`src/hw/rtl/mlw_pkg.sv`:
```
package mlw_pkg;

  localparam int SIZE_W = 14;
  localparam int NODE_W = 20;
  localparam int FRAC_W = 16;
  localparam int NORM_W = 29;
  localparam int OUT_W  = 24;
  localparam int IDX_W  = 8;

  typedef enum logic {
    OP_LOAD = 1'b0,
    OP_MAP  = 1'b1
  } op_t;

  typedef enum logic [1:0] {
    REG_IN_WIDTH   = 2'd0,
    REG_IN_HEIGHT  = 2'd1,
    REG_OUT_WIDTH  = 2'd2,
    REG_OUT_HEIGHT = 2'd3
  } cfg_reg_t;

  typedef struct packed {
    op_t         op;
    logic [5:0]  col;
    logic [5:0]  row;
    logic [19:0] nx;
    logic [19:0] ny;
  } side_t;

  function automatic logic [OUT_W-1:0] sat24(input logic signed [28:0] v);
    logic [OUT_W-1:0] r;
    if (v > 29'sd8388607) begin
      r = 24'h7FFFFF;
    end else if (v < -29'sd8388608) begin
      r = 24'h800000;
    end else begin
      r = v[OUT_W-1:0];
    end
    return r;
  endfunction

endpackage

```
`src/hw/rtl/mlw_lerp.sv`:
```
module mlw_lerp (
  input  logic                              clk,
  input  logic                              en,
  input  logic [mlw_pkg::NODE_W-1:0]        a,
  input  logic [mlw_pkg::NODE_W-1:0]        b,
  input  logic [mlw_pkg::NODE_W-1:0]        c,
  input  logic [mlw_pkg::NODE_W-1:0]        d,
  input  logic [mlw_pkg::FRAC_W-1:0]        fu,
  input  logic [mlw_pkg::FRAC_W-1:0]        fv,
  output logic signed [mlw_pkg::NORM_W-1:0] n
);
  import mlw_pkg::*;

  logic signed [20:0] dab1, dcd1;
  logic signed [19:0] a1, c1;
  logic [15:0]        fu1, fv1, fv2, fv3;
  logic signed [37:0] pab, pcd;
  logic signed [37:0] top2, bot2, top3, top4;
  logic signed [38:0] dtb3;
  logic [35:0]        plo4;
  logic signed [35:0] phi4;
  logic signed [57:0] sum_c, sum5;

  assign pab = dab1 * $signed({1'b0, fu1});
  assign pcd = dcd1 * $signed({1'b0, fu1});
  assign sum_c = (58'(top4) <<< 16) + (58'(phi4) <<< 20) + $signed(58'(plo4));

  always_ff @(posedge clk) begin
    if (en) begin
      // cross differences, then blend along u
      dab1 <= $signed({b[19], b}) - $signed({a[19], a});
      dcd1 <= $signed({d[19], d}) - $signed({c[19], c});
      a1   <= $signed(a);
      c1   <= $signed(c);
      fu1  <= fu;
      fv1  <= fv;
      top2 <= $signed({{2{a1[19]}}, a1, 16'b0}) + pab;
      bot2 <= $signed({{2{c1[19]}}, c1, 16'b0}) + pcd;
      fv2  <= fv1;
      // blend along v, split product
      dtb3 <= $signed({bot2[37], bot2}) - $signed({top2[37], top2});
      top3 <= top2;
      fv3  <= fv2;
      plo4 <= dtb3[19:0] * fv3;
      phi4 <= $signed(dtb3[38:20]) * $signed({1'b0, fv3});
      top4 <= top3;
      sum5 <= sum_c;
      // round half up to q4.24
      n    <= NORM_W'((sum5 + 58'sd8388608) >>> 24);
    end
  end

endmodule

```
`config.mk`:
```
export PLATFORM = sky130hd
export DESIGN_NAME = mlw_lerp
export DESIGN_NICKNAME = d
export VERILOG_FILES = /design/src/hw/rtl/mlw_pkg.sv /design/src/hw/rtl/mlw_lerp.sv
export SDC_FILE = /design/constraint.sdc
export NUM_CORES = 2
export LEC_CHECK = 0
export BUFFER_PORTS_ARGS = -buffer_cell sky130_fd_sc_hd__buf_2
export CAP_MARGIN = 20
export CELL_PAD_IN_SITES_DETAIL_PLACEMENT = 0
export CELL_PAD_IN_SITES_GLOBAL_PLACEMENT = 1
export CORE_ASPECT_RATIO = 1.1
export CORE_MARGIN = 1
export CORE_UTILIZATION = 25
export DETAILED_ROUTE_END_ITERATION = 7
export HOLD_SLACK_MARGIN = 0.08
export PLACE_DENSITY_LB_ADDON = 0.1
export SYNTH_ARGS = -nofsm -noshare
export SYNTH_HDL_FRONTEND = slang
export SYNTH_SLANG_ARGS = --single-unit
export TNS_END_PERCENT = 20
```
`constraint.sdc`:
```
create_clock -name clk -period 8.07 [get_ports clk]
set_input_delay 1.2105 -clock clk [delete_from_list [all_inputs] [get_ports clk]]
set_output_delay 1.2105 -clock clk [all_outputs]
set_load 0.05 [all_outputs]
```
; After elaboration in Yosys (flattened, before gate mapping)
; Cells that the tools add are included.
[classes]
addsub = 8
n_mul = 4
div = 0
order_cmp = 0
eq_ne = 0
shift = 0
n_mux = 0
bitwise = 0
n_reduce_logical = 0
[op_table]
columns = op, n
row1 = adder 36 x 38 -> 38 bit, 2
row2 = multiplier 21 x 17 -> 38 bit, 2
row3 = "adder 53 x 25 -> 53 bit, second input constant", 1
row4 = adder 53 x 37 -> 53 bit, 1
row5 = adder 53 bit, 1
row6 = subtractor 20 x 20 -> 21 bit, 2
row7 = subtractor 38 x 38 -> 39 bit, 1
row8 = multiplier 20 x 16 -> 36 bit, 1
row9 = multiplier 19 x 17 -> 33 bit, 1
[totals]
register_bits = 486
latchBits = 0
ramBits = 0
mem_bits_ro = 0
input_bits = 114
mem_count = 0

; Logic depth before layout (Yosys ltp)
[depth]
depth_word = 2
ltp_mapped = 25
ltp_nobuf = 24

; Worst setup path before layout
; No wires, ideal clock.
[synth_path]
kind = register to register
startpoint = register fv3[1]
endpoint = register plo4[25] (data pin)
setup_time_ns = 0.258
arrival_ns = 6.177
t_required_ns = 7.812
path_slack_ns = 1.636
path_stages_with_launch = 24
path_buffers = 2
synth_period_minus_slack_ns = 6.434
path_cell_list = edfxtp_1 > clkbuf_1 > clkbuf_1 > nand2_1 > fa_1 > fa_1 > fa_1 > inv_1 > fa_1 > fa_1 > inv_1 > fa_1 > inv_1 > ha_1 > a21o_1 > a21o_1 > a211o_1 > o2111ai_1 > a21boi_1 > o21a_1 > o41a_1 > a21o_1 > a21oi_1 > xnor2_1
[synth_between]
elab_chain_len = 1
[synth_lines]
columns = item, line
row1 = "start, declared", mlw_lerp.sv:16  ; logic [15:0] fu1, fv1, fv2, fv3;
row2 = "start signal, assigned", mlw_lerp.sv:43  ; fv3 <= fv2;
row3 = multiplier 20 x 16 -> 36 bit, mlw_lerp.sv:44  ; plo4 <= dtb3[19:0] * fv3;
row4 = "end signal, assigned", mlw_lerp.sv:44
row5 = "end, declared", mlw_lerp.sv:20  ; logic [35:0] plo4;
; Every way passes these cells.
; A chain may end at the register's enable or synchronous reset.

; Worst setup path after layout
[layout_path]
startpoint = register fu1[5]
endpoint = register top2[31] (data pin)
[layout_between]
elab_chain_len = 2
[layout_lines]
columns = item, line
row1 = "start, declared", mlw_lerp.sv:16
row2 = "start signal, assigned", mlw_lerp.sv:35  ; fu1 <= fu;
row3 = multiplier 21 x 17 -> 38 bit, mlw_lerp.sv:24  ; assign pab = dab1 * $signed({1'b0, fu1});
row4 = adder 36 x 38 -> 38 bit, mlw_lerp.sv:37  ; top2 <= $signed({{2{a1[19]}}, a1, 16'b0}) + pab;
row5 = "end signal, assigned", mlw_lerp.sv:37
row6 = "end, declared", mlw_lerp.sv:18  ; logic signed [37:0] top2, bot2, top3, top4;
; Every way passes these cells.

==> impl_results.md <==
* Critical R2R Launch: fu1[5]
* Commonest non-fill, non-tap cell in the layout: sky130_fd_sc_hd__inv_1
* Required time of the worst setup path at 8440 ps
* Number of flops mapped to enable cells by yosys at 447
* Count of distinct cell types in the synthesized netlist at 70
* Wire length of the first global-routing pass at 314000 um
* Largest fanout of any net on the critical path at 26
* Final routed DRC violation total at 0
* Quantity of hold-fixing buffers added after cts at 0
* Critical path endpoint category: flip-flop
* Starting DRC count in detailed routing at 1586
* Synthesized instance count at 6684
* Die area at 0.271 mm2
* Slew margin rel. at 0.322
* Die width at 496 um
* Final critical delay including setup and external delays at 7760 ps
* Area inside the core boundary at 0.267 mm2
* Number of setup buffers added after CTS at 0
* Share of async-settable or async-resettable flops after synthesis at 0
* Largest net degree at the start of global routing at 143
* Initial antenna violation count at 14
* Routed length per instance at 19.5 um
* Critical path startpoint category: flip-flop
* Number of clock sinks seen by CTS at 447
* Warnings from Yosys at 0
* Number of slew-limit violations in the final report at 0
* Input/output buffers at 142
* Max Clock Freq at 129 MHz
* Buffer depth of the longest clock path at 3
* Post-synth net total at 8624
* IO Count at 143
* Half-perimeter wire length after placement at 167000 um
* Buffer type at the clock tree root: sky130_fd_sc_hd__clkbuf_16
* Post-route clock period utilization at 0.961
* Top library cells by usage in the layout, fill and taps aside: sky130_fd_sc_hd__inv_1 (1711), sky130_fd_sc_hd__fa_1 (1285), sky130_fd_sc_hd__nand2_1 (752)
* Syn Std Cell Area at 0.0672 mm2
* Total number of placement rows at 199
* Resize count post-CTS at 0
* Via count of the routed design at 43300
* Via density per instance at 4.16
* Final Hold Vio Count at 0
* CP Data Arrival Time at 8130 ps
* Sequential cell area fraction in the yosys report at 0.200
* Total overflow reported by the global router at 0
* Clock slew at the register clock pins of the worst setup and hold paths at 50 ps
* Post-layout nets at 8774
* CTS H-tree depth at 3
* Gp weighted congestion at 0.778
* Setup TNS at 0 ps
* Residual antenna-violating net count after detailed routing at 0
* Vias in the first global route at 49700
* Share of layout cells above drive strength 1 at 0.0608
* Predominant post-synthesis flop cell: sky130_fd_sc_hd__edfxtp_1
* Number of detailed-route iterations in the first pass at 5
* Status: finished clean
* Critical hold path startpoint: top3[29]
* Number of buffers inserted during clock tree synthesis at 69
* Class of the tightest hold or removal check: reg -> reg
* Mean Syn Cell Area at 10.1 um2
* Growth of design area from synthesis to finish at 12.2%
* Maxcap violations at 0
* TritonCTS clock tree: done
* Final count of negative-setup-slack endpoints at 0
* Category of the critical setup timing path: reg -> reg
* Initial core utilization at 0.251
* DIE HEIGHT at 546 um
* Launching instance or port of the critical path: fu1[5]
* Unrepaired setup endpoints after global routing: false
* Skew final at 27.8 ps
* Total GRT Usage at 0.155
* Slew @ Worst Pin at 1010 ps
* Clock network latency to the later pin of the worst-skew pair at 710 ps
* Routed Wire Length at 203000 um
* Number of synthesized register bits at 447
area by class of cell:
| cell class | count | area, um2 |
|---|---|---|
| Antenna cell | 3 | 7.51 |
| Multi-Input combinational cell | 4315 | 46600 |
| Tap cell | 3517 | 4400 |
| Timing Repair Buffer | 290 | 2120 |
| Fill cell | 28300 | 192000 |
| Sequential cell | 447 | 13400 |
| Inverter | 1711 | 6420 |
| Clock inverter | 45 | 611 |
| Clock buffer | 82 | 1820 |
synthesized netlist by cell type (all sizes together) (60+ instances only):
master | number | area share
nor2 | 137 | 0.0077
ha | 541 | 0.10
and2 | 653 | 0.061
a21oi | 148 | 0.011
nand2 | 752 | 0.042
clkbuf | 211 | 0.012
edfxtp | 447 | 0.20
inv | 1711 | 0.096
xnor2 | 198 | 0.026
o21ai | 85 | 0.0064
fa | 1285 | 0.38
xor2 | 60 | 0.0078
a21o | 64 | 0.0072
cells by family (layout without fill, tap and decap cells):
kind of cell               Yosys count  in the layout  synth area share
DFF                                447            447             0.200
xor gates and xnor gates           258            258            0.0336
adders and majority gates         1826           1826             0.484
and+or+nand+nor                   1750           1750             0.129
buffers and inverters             1922           2128             0.107
other                                0              3                 0
AOI/OAI and AO/OA                  481            481            0.0469
state kept, by name, summed over array words and instances (netlist names), 21 cells and up:
register and cells:
top2 38, dcd1 21, top3 37, phi4 33, dab1 21, n 29, dtb3 39, bot2 38
sum5 30, top4 37
worst max-delay path, cell delays in order (launching register included):
cell	delay [ps]
sky130_fd_sc_hd__edfxtp_1	770
sky130_fd_sc_hd__buf_12	340
sky130_fd_sc_hd__and2_1	190
sky130_fd_sc_hd__fa_1	550
sky130_fd_sc_hd__inv_1	50
sky130_fd_sc_hd__fa_1	470
sky130_fd_sc_hd__fa_1	510
sky130_fd_sc_hd__inv_1	50
sky130_fd_sc_hd__fa_1	500
sky130_fd_sc_hd__fa_1	490
sky130_fd_sc_hd__inv_1	50
sky130_fd_sc_hd__fa_1	590
sky130_fd_sc_hd__inv_1	70
sky130_fd_sc_hd__ha_1	400
sky130_fd_sc_hd__nand4_1	260
sky130_fd_sc_hd__nor2_1	300
sky130_fd_sc_hd__nand4_1	130
sky130_fd_sc_hd__a31oi_1	430
sky130_fd_sc_hd__nor2_1	140
sky130_fd_sc_hd__o211a_1	310
sky130_fd_sc_hd__nand2b_1	90
sky130_fd_sc_hd__a21oi_1	80
sky130_fd_sc_hd__xnor2_1	660
per-stage QoR:
stage	setup WS [ps]	hold slack (ps)	utilization	area (um2)	instances
floorplan	1640	400	-	67200	6684
global placement	354	401	0.273	72900	10300
detailed placement	316	405	0.273	72900	10300
CTS	275	408	0.282	75300	10400
global route	56.5	409	0.282	75300	10400
finish	315	408	0.282	75400	10400
layer usage:
layer  wire length (um)  track usage  up-vias  share of wire
met3               5340       0.0151      189          0.026
met2              99800        0.268      529           0.49
met5                 44            0        -        0.00022
li1                   -            -    20400              -
met1              91900        0.203    22200           0.45
met4               6030       0.0481        6          0.030
worst paths after layout:
path / to / cells after the start / slack (ps)
worst max-delay path: top2[31] / 22 / 310
worst min-delay path: top4[29] / 0 / 410
worst max register to register: top2[31] / 22 / 310
worst min register to register: top4[29] / 0 / 410
Power is left out: the tool's default activity adds up to more than one toggle a clock period on the data nets, which glitch-free logic cannot reach.
